<file path="src/rtl/core/pap_pkg.sv">
// ============================================================================
// pap_pkg
// Shared types and codes for the precipitation array packet parser.
// ============================================================================
package pap_pkg;

    // Result status codes.
    localparam logic [1:0] STATUS_RECORD  = 2'd0;
    localparam logic [1:0] STATUS_BAD_CODE = 2'd1;
    localparam logic [1:0] STATUS_BAD_ROWS = 2'd2;
    localparam logic [1:0] STATUS_BAD_LEN  = 2'd3;

    // Configuration register indexes (byte address bits [3:2]).
    localparam logic [1:0] REG_EXPECTED_CODE = 2'd0;
    localparam logic [1:0] REG_EXPECTED_ROWS = 2'd1;
    localparam logic [1:0] REG_MAX_ROW_BYTES = 2'd2;

    // Register reset values.
    localparam logic [15:0] EXPECTED_CODE_RESET = 16'd17;
    localparam logic [9:0]  EXPECTED_ROWS_RESET = 10'd131;
    localparam logic [9:0]  MAX_ROW_BYTES_RESET = 10'd262;

    // Position of the last header byte, and of the second code byte.
    localparam logic [3:0] HEADER_LAST_POS = 4'd9;
    localparam logic [3:0] HEADER_CODE_POS = 4'd1;

    // Smallest legal row byte count.
    localparam logic [15:0] MIN_ROW_BYTES = 16'd2;

    typedef struct packed {
        logic [15:0] expected_code;
        logic [9:0]  expected_rows;
        logic [9:0]  max_row_bytes;
    } cfg_t;

    typedef struct packed {
        logic [1:0] status;
        logic [9:0] row_number;
        logic [7:0] run_length;
        logic [7:0] level_value;
        logic       last_in_row;
        logic       last_in_packet;
    } result_t;

endpackage

</file>
<file path="src/rtl/core/pap_regs.sv">
// ============================================================================
// pap_regs
// APB-style configuration registers of the packet parser.
// ============================================================================
module pap_regs
    import pap_pkg::*;
(
    input  logic        clk,
    input  logic        rst_n,
    input  logic        psel,
    input  logic        penable,
    input  logic        pwrite,
    input  logic [3:0]  paddr,
    input  logic [31:0] pwdata,
    output logic [31:0] prdata,
    output logic        pready,
    output cfg_t        cfg
);

    cfg_t cfg_reg;
    logic wr_en;

    assign pready = 1'b1;
    assign wr_en  = psel && penable && pwrite;
    assign cfg    = cfg_reg;

    always_ff @(posedge clk or negedge rst_n)
    begin
        if (!rst_n)
        begin
            cfg_reg.expected_code <= EXPECTED_CODE_RESET;
            cfg_reg.expected_rows <= EXPECTED_ROWS_RESET;
            cfg_reg.max_row_bytes <= MAX_ROW_BYTES_RESET;
        end
        else if (wr_en)
        begin
            unique case (paddr[3:2])
                REG_EXPECTED_CODE: cfg_reg.expected_code <= pwdata[15:0];
                REG_EXPECTED_ROWS: cfg_reg.expected_rows <= pwdata[9:0];
                REG_MAX_ROW_BYTES: cfg_reg.max_row_bytes <= pwdata[9:0];
                default:           ;
            endcase
        end
    end

    always_comb
    begin
        unique case (paddr[3:2])
            REG_EXPECTED_CODE: prdata = {16'd0, cfg_reg.expected_code};
            REG_EXPECTED_ROWS: prdata = {22'd0, cfg_reg.expected_rows};
            REG_MAX_ROW_BYTES: prdata = {22'd0, cfg_reg.max_row_bytes};
            default:           prdata = 32'd0;
        endcase
    end

endmodule

</file>
<file path="src/rtl/core/pap_parser.sv">
// ============================================================================
// pap_parser
// Parser state and the per-byte next-state and result logic.
// ============================================================================
module pap_parser
    import pap_pkg::*;
(
    input  logic       clk,
    input  logic       rst_n,
    input  cfg_t       cfg,
    input  logic       step,
    input  logic [7:0] data_byte,
    input  logic       start_of_packet,
    output logic       res_valid,
    output result_t    res
);

    localparam logic [2:0] PH_IDLE   = 3'd0;
    localparam logic [2:0] PH_HEADER = 3'd1;
    localparam logic [2:0] PH_ROWLEN = 3'd2;
    localparam logic [2:0] PH_DATA   = 3'd3;
    localparam logic [2:0] PH_DONE   = 3'd4;
    localparam logic [2:0] PH_ERROR  = 3'd5;

    logic [2:0] phase_reg, phase_next;
    logic [3:0] hpos_reg, hpos_next;
    logic [7:0] high_reg, high_next;
    logic       mism_reg, mism_next;
    logic [9:0] row_reg, row_next;
    logic [8:0] pairs_reg, pairs_next;
    logic [7:0] run_reg, run_next;

    // Values after a start flag has been applied.
    logic [2:0]  ph;
    logic [3:0]  hpos;
    logic        mism;
    logic [9:0]  row;
    logic [8:0]  pairs;
    logic [15:0] word;
    logic [10:0] row_plus;
    logic        lr;
    logic        lp;

    assign ph       = start_of_packet ? PH_HEADER : phase_reg;
    assign hpos     = start_of_packet ? 4'd0 : hpos_reg;
    assign mism     = start_of_packet ? 1'b0 : mism_reg;
    assign row      = start_of_packet ? 10'd0 : row_reg;
    assign pairs    = start_of_packet ? 9'd0 : pairs_reg;
    assign word     = {high_reg, data_byte};
    assign row_plus = {1'b0, row} + 11'd1;
    assign lr       = (pairs <= 9'd1);
    assign lp       = lr && (row_plus >= {1'b0, cfg.expected_rows});

    always_comb
    begin
        phase_next = ph;
        hpos_next  = hpos;
        high_next  = high_reg;
        mism_next  = mism;
        row_next   = row;
        pairs_next = pairs;
        run_next   = run_reg;
        res_valid  = 1'b0;
        res        = '0;

        unique case (ph)
            PH_HEADER:
            begin
                if (hpos == HEADER_CODE_POS)
                begin
                    mism_next = (word != cfg.expected_code);
                end
                if (hpos == HEADER_LAST_POS)
                begin
                    hpos_next = 4'd0;
                    if (mism_next)
                    begin
                        phase_next = PH_ERROR;
                        res_valid  = 1'b1;
                        res.status = STATUS_BAD_CODE;
                    end
                    else if (word != {6'd0, cfg.expected_rows})
                    begin
                        phase_next = PH_ERROR;
                        res_valid  = 1'b1;
                        res.status = STATUS_BAD_ROWS;
                    end
                    else
                    begin
                        row_next   = 10'd0;
                        phase_next = (cfg.expected_rows == 10'd0) ? PH_DONE : PH_ROWLEN;
                    end
                end
                else
                begin
                    high_next = data_byte;
                    hpos_next = hpos + 4'd1;
                end
            end
            PH_ROWLEN:
            begin
                if (hpos == 4'd0)
                begin
                    high_next = data_byte;
                    hpos_next = 4'd1;
                end
                else
                begin
                    hpos_next = 4'd0;
                    if (word < MIN_ROW_BYTES || word > {6'd0, cfg.max_row_bytes} || word[0])
                    begin
                        phase_next     = PH_ERROR;
                        res_valid      = 1'b1;
                        res.status     = STATUS_BAD_LEN;
                        res.row_number = row;
                    end
                    else
                    begin
                        pairs_next = word[9:1];
                        phase_next = PH_DATA;
                    end
                end
            end
            PH_DATA:
            begin
                if (hpos == 4'd0)
                begin
                    run_next  = data_byte;
                    hpos_next = 4'd1;
                end
                else
                begin
                    hpos_next          = 4'd0;
                    res_valid          = 1'b1;
                    res.status         = STATUS_RECORD;
                    res.row_number     = row;
                    res.run_length     = run_reg;
                    res.level_value    = data_byte;
                    res.last_in_row    = lr;
                    res.last_in_packet = lp;
                    pairs_next         = pairs - 9'd1;
                    if (lr)
                    begin
                        pairs_next = 9'd0;
                        if (lp)
                        begin
                            phase_next = PH_DONE;
                        end
                        else
                        begin
                            row_next   = row_plus[9:0];
                            phase_next = PH_ROWLEN;
                        end
                    end
                end
            end
            default:
            begin
                // Idle, done and error phases ignore bytes until a start flag.
            end
        endcase
    end

    always_ff @(posedge clk or negedge rst_n)
    begin
        if (!rst_n)
        begin
            phase_reg <= PH_IDLE;
            hpos_reg  <= 4'd0;
            high_reg  <= 8'd0;
            mism_reg  <= 1'b0;
            row_reg   <= 10'd0;
            pairs_reg <= 9'd0;
            run_reg   <= 8'd0;
        end
        else if (step)
        begin
            phase_reg <= phase_next;
            hpos_reg  <= hpos_next;
            high_reg  <= high_next;
            mism_reg  <= mism_next;
            row_reg   <= row_next;
            pairs_reg <= pairs_next;
            run_reg   <= run_next;
        end
    end

endmodule

</file>
<file path="src/rtl/core/precip_array_packet_parser_top.sv">
// ============================================================================
// precip_array_packet_parser_top
// Byte-serial parser for a digital precipitation array packet.
// ============================================================================
//
//  Channel   Handshake                  Word contents
//  -------   -------------------------  ------------------------------------
//  input     in_valid / in_stall        data_byte, start_of_packet
//  output    out_valid / out_stall      status, row_number, run_length,
//                                       level_value, last_in_row,
//                                       last_in_packet
//  config    psel/penable/pwrite/pready expected_code, expected_rows,
//                                       max_row_bytes at 0x0, 0x4, 0x8
//
// The block takes one input word per cycle while in_stall is low, and produces
// at most one output word per input word; a taken word goes into the input
// register, and its result, if any, is written into the result register when
// the parser steps on that word.
// The parser step between the input register and the result register is
// combinational.
// Reset clears the parser to idle and the registers to their defaults.
// A stalled output holds the result register; the input register then stalls
// the input side only when it holds a word that cannot move forward.
//
module precip_array_packet_parser_top
    import pap_pkg::*;
(
    input  logic        clk,
    input  logic        rst_n,
    // Configuration port.
    input  logic        psel,
    input  logic        penable,
    input  logic        pwrite,
    input  logic [3:0]  paddr,
    input  logic [31:0] pwdata,
    output logic [31:0] prdata,
    output logic        pready,
    // Input channel.
    input  logic        in_valid,
    output logic        in_stall,
    input  logic [7:0]  data_byte,
    input  logic        start_of_packet,
    // Output channel.
    output logic        out_valid,
    input  logic        out_stall,
    output logic [1:0]  status,
    output logic [9:0]  row_number,
    output logic [7:0]  run_length,
    output logic [7:0]  level_value,
    output logic        last_in_row,
    output logic        last_in_packet
);

    cfg_t    cfg;
    result_t res;
    logic    res_valid;

    // Input register.
    logic       in_vld_reg;
    logic [7:0] in_byte_reg;
    logic       in_sop_reg;

    // Result register.
    logic    out_vld_reg;
    result_t out_reg;

    logic advance;
    logic in_accept;

    // The input register moves on when the result register is empty or is
    // being emptied this cycle; words that yield no result follow the same
    // rule.
    assign advance   = !out_vld_reg || !out_stall;
    assign in_stall  = in_vld_reg && !advance;
    assign in_accept = in_valid && !in_stall;

    pap_regs u_regs (
        .clk     (clk),
        .rst_n   (rst_n),
        .psel    (psel),
        .penable (penable),
        .pwrite  (pwrite),
        .paddr   (paddr),
        .pwdata  (pwdata),
        .prdata  (prdata),
        .pready  (pready),
        .cfg     (cfg)
    );

    pap_parser u_parser (
        .clk             (clk),
        .rst_n           (rst_n),
        .cfg             (cfg),
        .step            (in_vld_reg && advance),
        .data_byte       (in_byte_reg),
        .start_of_packet (in_sop_reg),
        .res_valid       (res_valid),
        .res             (res)
    );

    always_ff @(posedge clk or negedge rst_n)
    begin
        if (!rst_n)
        begin
            in_vld_reg <= 1'b0;
        end
        else if (in_accept)
        begin
            in_vld_reg <= 1'b1;
        end
        else if (advance)
        begin
            in_vld_reg <= 1'b0;
        end
    end

    always_ff @(posedge clk)
    begin
        if (in_accept)
        begin
            in_byte_reg <= data_byte;
            in_sop_reg  <= start_of_packet;
        end
    end

    always_ff @(posedge clk or negedge rst_n)
    begin
        if (!rst_n)
        begin
            out_vld_reg <= 1'b0;
        end
        else if (advance)
        begin
            out_vld_reg <= in_vld_reg && res_valid;
        end
    end

    always_ff @(posedge clk)
    begin
        if (advance && in_vld_reg && res_valid)
        begin
            out_reg <= res;
        end
    end

    assign out_valid      = out_vld_reg;
    assign status         = out_reg.status;
    assign row_number     = out_reg.row_number;
    assign run_length     = out_reg.run_length;
    assign level_value    = out_reg.level_value;
    assign last_in_row    = out_reg.last_in_row;
    assign last_in_packet = out_reg.last_in_packet;

endmodule

</file>
<file path="config.mk">
export PLATFORM = sky130hd
export DESIGN_NAME = precip_array_packet_parser_top
export DESIGN_NICKNAME = d
export VERILOG_FILES = /design/src/rtl/core/pap_pkg.sv /design/src/rtl/core/pap_regs.sv /design/src/rtl/core/pap_parser.sv /design/src/rtl/core/precip_array_packet_parser_top.sv
export SDC_FILE = /design/constraint.sdc
export NUM_CORES = 1
export LEC_CHECK = 0
export BUFFER_PORTS_ARGS = -buffer_cell sky130_fd_sc_hd__buf_4
export CORE_MARGIN = 2
export CORE_UTILIZATION = 49
export DETAILED_ROUTE_END_ITERATION = 10
export HOLD_SLACK_MARGIN = 0.15
export PLACE_DENSITY_LB_ADDON = 0.12
export REMOVE_ABC_BUFFERS = 1
export SKIP_CTS_REPAIR_TIMING = 1
export SYNTH_ARGS = -nofsm -noshare
export SYNTH_HDL_FRONTEND = slang
export SYNTH_HIERARCHICAL = 1
export SYNTH_SLANG_ARGS = --single-unit
</file>
<file path="constraint.sdc">
create_clock -name clk -period 8.3 [get_ports clk]
set_input_delay 0 -clock clk [delete_from_list [all_inputs] [get_ports clk]]
set_output_delay 0 -clock clk [all_outputs]
set_load 0.1 [all_outputs]
</file>
## Yosys cells after proc, flatten, opt, wreduce, memory -nomap -nowiden

Index checks and enable logic that the tools add are counted.

- Output and inout bits: 65
- Word-level logic and storage cells: 120
- Bits in registers: 120

- Equality and inequality tests: 11
- Mux-type cells: 54
- Add/subtract/negate cells: 3
- Bitwise logic cells: 1
- Reduce and logical (&&, ||, !) cells: 27
- Order comparisons: 4

Operators by type and width:

| operator | count |
|---|---|
| $mux 10 | 7 |
| $pmux 16 s3 | 1 |
| $mux 9 | 5 |
| $pmux 10 s2 | 2 |
| $mux 3 | 10 |
| $mux 28 | 1 |
| $mux 12 | 2 |
| $pmux 9 s2 | 1 |
| $gt 16x10->1 | 1 |
| $lt 16x2->1 const B | 1 |
| $mux 8 | 2 |
| $ne 16x10->1 | 1 |
| $ne 16x16->1 | 1 |
| $pmux 8 s2 | 1 |
| $mux 1 | 13 |
| $add 10x1->11 const B | 1 |
| $ge 11x10->1 | 1 |
| $logic_not 10->1 | 1 |
| $le 9x1->1 const B | 1 |
| $pmux 3 s3 | 1 |
| $sub 9x1->9 const B | 1 |
| $logic_and 1x1->1 | 8 |
| $mux 4 | 2 |
| $pmux 4 s2 | 1 |
| 22 further kinds | 34 |

## Depth between registers and ports, before layout

- Depth after elaboration: 8
- Gate-level depth with buffers: 16
- Mapped depth without buffers: 14

## By module

Netlist, hierarchy kept.

Modules (own cells, without submodules):

| module | area an instance (um^2) | instances | cells each |
|---|---|---|---|
| pap_parser | 3866.2 | 1 | 477 |
| pap_regs | 1824.2 | 1 | 140 |
| precip_array_packet_parser_top | 1270.0 | 1 | 50 |

## Worst setup path before layout

OpenSTA, ideal clock, no wires.

- Kind: register to register
- Start: register in_sop_reg
- End: register out_reg (netlist bit last_in_packet) (enable)
- Stages on the path, launching flop included: 13
- Arrival: 3.672 ns
- Slack: 4.201 ns
- Required time: 7.873 ns
- Cell sequence: edfxtp_1 clkbuf_1 nor2b_1 inv_1 ha_1 and2_1 clkbuf_1 nor2_1 o21a_1 clkbuf_1 a21o_2 nand2_1 a21oi_1

- Cells in the longest elaborated chain, start to end: 8

Ends and longest elaborated chain:

| item | line | text |
|---|---|---|
| from (decl) | precip_array_packet_parser_top.sv:61 | `logic in_sop_reg;` |
| from (signal assigned) | precip_array_packet_parser_top.sv:122 | `in_sop_reg <= start_of_packet;` |
| $mux 4 | pap_parser.sv:45 | `assign hpos = start_of_packet ? 4'd0 : hpos_reg;` |
| $eq 4x1->1 | pap_parser.sv:69 | `if (hpos == HEADER_CODE_POS)` |
| $mux 1 | pap_parser.sv:69 |  |
| $mux 1 | pap_parser.sv:66 | `unique case (ph)` |
| $mux 1 | pap_parser.sv:76 | `if (mism_next)` |
| $mux 1 | pap_parser.sv:73 | `if (hpos == HEADER_LAST_POS)` |
| $pmux 1 s3 (*) | pap_parser.sv:66 |  |
| named net res_valid | precip_array_packet_parser_top.sv:56 | `logic res_valid;` |
| $logic_and 1x1->1 (*) | precip_array_packet_parser_top.sv:140 | `if (advance && in_vld_reg && res_valid)` |
| to (signal assigned) | precip_array_packet_parser_top.sv:142 | `out_reg <= res;` |
| to (decl) | precip_array_packet_parser_top.sv:65 | `result_t out_reg;` |

The timed path passes the listed nets; every way through them passes the cells marked *. The select of a mux whose other input is x is not followed.
A chain may end at the register's enable or synchronous reset.

## Worst setup path in the final report

- Start: register in_byte_reg[4]
- End: register out_reg (netlist bit row_number[2]) (enable)

- Cells in the longest elaborated chain, start to end: 7

Ends and longest elaborated chain:

| item | line | text |
|---|---|---|
| from (decl) | precip_array_packet_parser_top.sv:60 | `logic [7:0] in_byte_reg;` |
| from (signal assigned) | precip_array_packet_parser_top.sv:121 | `in_byte_reg <= data_byte;` |
| $lt 16x2->1 (tied with other cells) | pap_parser.sv:110 | `if (word < MIN_ROW_BYTES \|\| word > {6'd0, cfg.max_row_bytes} \|\| word[0])` |
| $logic_or 1x1->1 / $mux 1 (equally long branches) | pap_parser.sv:110, pap_parser.sv:69 |  |
| $logic_or 1x1->1 / $mux 1 (equally long branches) | pap_parser.sv:110, pap_parser.sv:66 |  |
| $mux 1, on equally long branches | pap_parser.sv:110, pap_parser.sv:76 |  |
| $mux 1, on equally long branches | pap_parser.sv:102, pap_parser.sv:73 |  |
| $pmux 1 s3 (*) | pap_parser.sv:66 |  |
| named net res_valid | precip_array_packet_parser_top.sv:56 |  |
| $logic_and 1x1->1 (*) | precip_array_packet_parser_top.sv:140 |  |

Marked as above.

==> flow_summary.json <==
{
  "status": "completed",
  "clock_skew_ns": 0.0104,
  "hp-class": "in2reg",
  "rows": 43,
  "yosysWarnings": 6,
  "htree_levels": 4,
  "slew_headroom": 0.328,
  "diodes": 0,
  "vias": 5479,
  "port_buffers": 81,
  "grt_setup_unrepaired": "no",
  "antenna_left": 0,
  "cp.required_ns": 8.38,
  "dieArea_um2": 15200,
  "netlist_instances": 667,
  "synth_enable_flop_cells": 39,
  "via_per_inst": 5.72,
  "yosysUniqueCellTypes": 71,
  "final_cells": 958,
  "max_freq_mhz": 288,
  "worstPathArrival_ns": 3.55,
  "path_max_fanout": 30,
  "overflow": 0,
  "synth_area_leaders": "dfrtp_1 (26%), edfxtp_1 (17%), mux2_2 (7.3%)",
  "die_w_um": 123,
  "clock_path_buffers": 2,
  "largest_register_ffs": 36,
  "fin_nets": 841,
  "start_util": 0.501,
  "grt_first_pass_wirelength_um": 28300,
  "synth_common_cells": "dfrtp_1 (73), nand2_1 (54), mux2_2 (45), o21ai_0 (42)",
  "drtPass1Iterations": 5,
  "cts-root-buf": "clkbuf_16",
  "dp_hpwl_um": 12300,
  "netlist_area_um2": 6960,
  "worst_hold_slack_ns": 0.187,
  "yosysMostFrequentCell": "dfrtp_1",
  "drive_gt1_frac": 0.254,
  "ys_ff_latch": 120,
  "p_leak_nw": 3.74,
  "drc": 0,
  "period_minus_slack_ns": 3.47,
  "boundaryPins": 117,
  "setup_viol": 0,
  "core_um2": 13900,
  "area_growth_pct": 22.4,
  "grt_pass1_vias": 5229,
  "synthArstFlopShare": 0.675,
  "avgSynthCellArea_um2": 10.4,
  "routedWlPerCell_um": 18.9,
  "peakVddDrop_uv": 179,
  "cap_viol_max_count": 0,
  "gp_congestion": 0.893,
  "hold_violations": 0,
  "worstMarginPinSlew_ns": 1.01,
  "end_kind": "register",
  "clk_pin_slew_ns": 0.06,
  "grt_use_total": 0.248,
  "worstSetupPathType": "reg2reg",
  "synth_area_leader_cell": "dfrtp_1",
  "fin_tns_setup_ns": 0,
  "start_kind": "register",
  "antenna_found_initial": 0,
  "fin_crit_sh": 0.418,
  "synth_flop_cell": "dfrtp_1",
  "cts_buffers": 17,
  "synth_seq_area_share": 0.461,
  "power_density_nw_per_um2": 281,
  "slew_violations": 0,
  "wirelength_um": 18100,
  "die_height_um": 123,
  "drtIter0Drc": 378,
  "post-route-util": 0.614,
  "cts_sinks": 120,
  "dp_cells": 895,
  "grt_max_degree": 47,
  "netlist.area_leader.share": 0.262,
  "clock_latency_ns": 0.43,
  "cts_tree": "done",
  "power_mw": 2.40
}
critical path: stages (launching register included):
cell	delay (ns)
edfxtp_1	0.61
ha_1	0.39
nand4_1	0.14
o311a_1	0.42
o21ai_0	0.41
o21a_1	0.38
a21o_2	0.18
nand2_1	0.09
a21oi_2	0.10
buf_4	0.36
through the flow:
stage	cell area (µm²)	worst slack [ns]
after floorplan	6720	4.29
after global placement	7600	4.88
final	8520	4.83
after detailed placement	7600	4.85
after CTS	8210	4.82
after global routing	8520	4.54
path summary, 6_finish.rpt:
path / from / to / slack [ns] / cells past startpoint
setup / recovery: in_byte_reg[4]$_DFFE_PP_ / row_number[2]$_DFFE_PP_ / 4.83 / 9
hold / removal: penable / u_regs/cfg[20]$_DFFE_PN1P_ / 0.19 / 4
setup reg to reg: in_byte_reg[4]$_DFFE_PP_ / row_number[2]$_DFFE_PP_ / 4.83 / 9
hold reg to reg: u_parser/run_reg[2]$_DFFE_PN0P_ / u_parser/run_reg[2]$_DFFE_PN0P_ / 0.48 / 2
max in group asynchronous: rst_n / u_regs/cfg[9]$_DFFE_PN0P_ / 6.70 / 4
min in group asynchronous: rst_n / u_parser/hpos_reg[2]$_DFFE_PN0P_ / 0.63 / 3
power breakdown:
group	switching, mW	internal, mW
combinational	0.492	0.266
clock	0.305	0.456
sequential	0.139	0.737
layout by cell type, fill, tap and decap left out, types with 5 or more instances in the layout:
| cell | Yosys | routed |
|---|---|---|
| nor2_1 | 39 | 39 |
| o211ai_1 | 6 | 6 |
| inv_6 | 0 | 8 |
| nand3_1 | 13 | 13 |
| nor4_1 | 9 | 9 |
| xor2_1 | 27 | 27 |
| conb_1 | 2 | 17 |
| buf_4 | 19 | 86 |
| ha_1 | 24 | 24 |
| mux2_4 | 10 | 10 |
| inv_1 | 37 | 37 |
| clkbuf_16 | 0 | 17 |
| and3_1 | 16 | 16 |
| nand2_1 | 54 | 54 |
| dfrtp_1 | 73 | 73 |
| xnor2_1 | 7 | 7 |
| mux2i_1 | 14 | 14 |
| a22o_1 | 6 | 6 |
| edfxtp_1 | 39 | 39 |
| dfstp_2 | 8 | 8 |
| o21ai_0 | 42 | 42 |
| a31oi_1 | 5 | 5 |
| dlygate4sd3_1 | 0 | 31 |
| nand4_1 | 7 | 7 |
| mux2_2 | 45 | 45 |
| a21oi_1 | 21 | 20 |
| and2_1 | 23 | 23 |
| nor3_1 | 12 | 12 |
area by class of cell:
| type | count | area [µm²] |
|---|---|---|
| Fill cell | 1177 | 5360 |
| Multi-Input combinational cell | 471 | 3380 |
| Sequential cell | 120 | 3210 |
| Timing Repair Buffer | 117 | 956 |
| Clock buffer | 17 | 425 |
| Tap cell | 180 | 225 |
| Clock inverter | 15 | 181 |
| Inverter | 38 | 143 |
cell families after synthesis:
| kind of cell | count (synthesis) | synth area share |
|---|---|---|
| compound gates | 124 | 0.120 |
| xor+xnor | 34 | 0.0428 |
| fa+ha+maj | 24 | 0.0431 |
| buf+inv | 91 | 0.0635 |
| flops | 120 | 0.461 |
| mux | 69 | 0.115 |
| other cells | 2 | 0.00108 |
| simple gates | 203 | 0.154 |
metal layers:
layer	part of all wire	up-vias	routed length [µm]	GRT usage
met1	0.43	2702	7840	0.331
met4	0.020	0	367	0.0831
met2	0.49	182	8830	0.395
met5	0	-	0	0
met3	0.058	33	1060	0.0627
li1	-	2562	-	-
No activity file was read; power rests on OpenSTA's default activity.
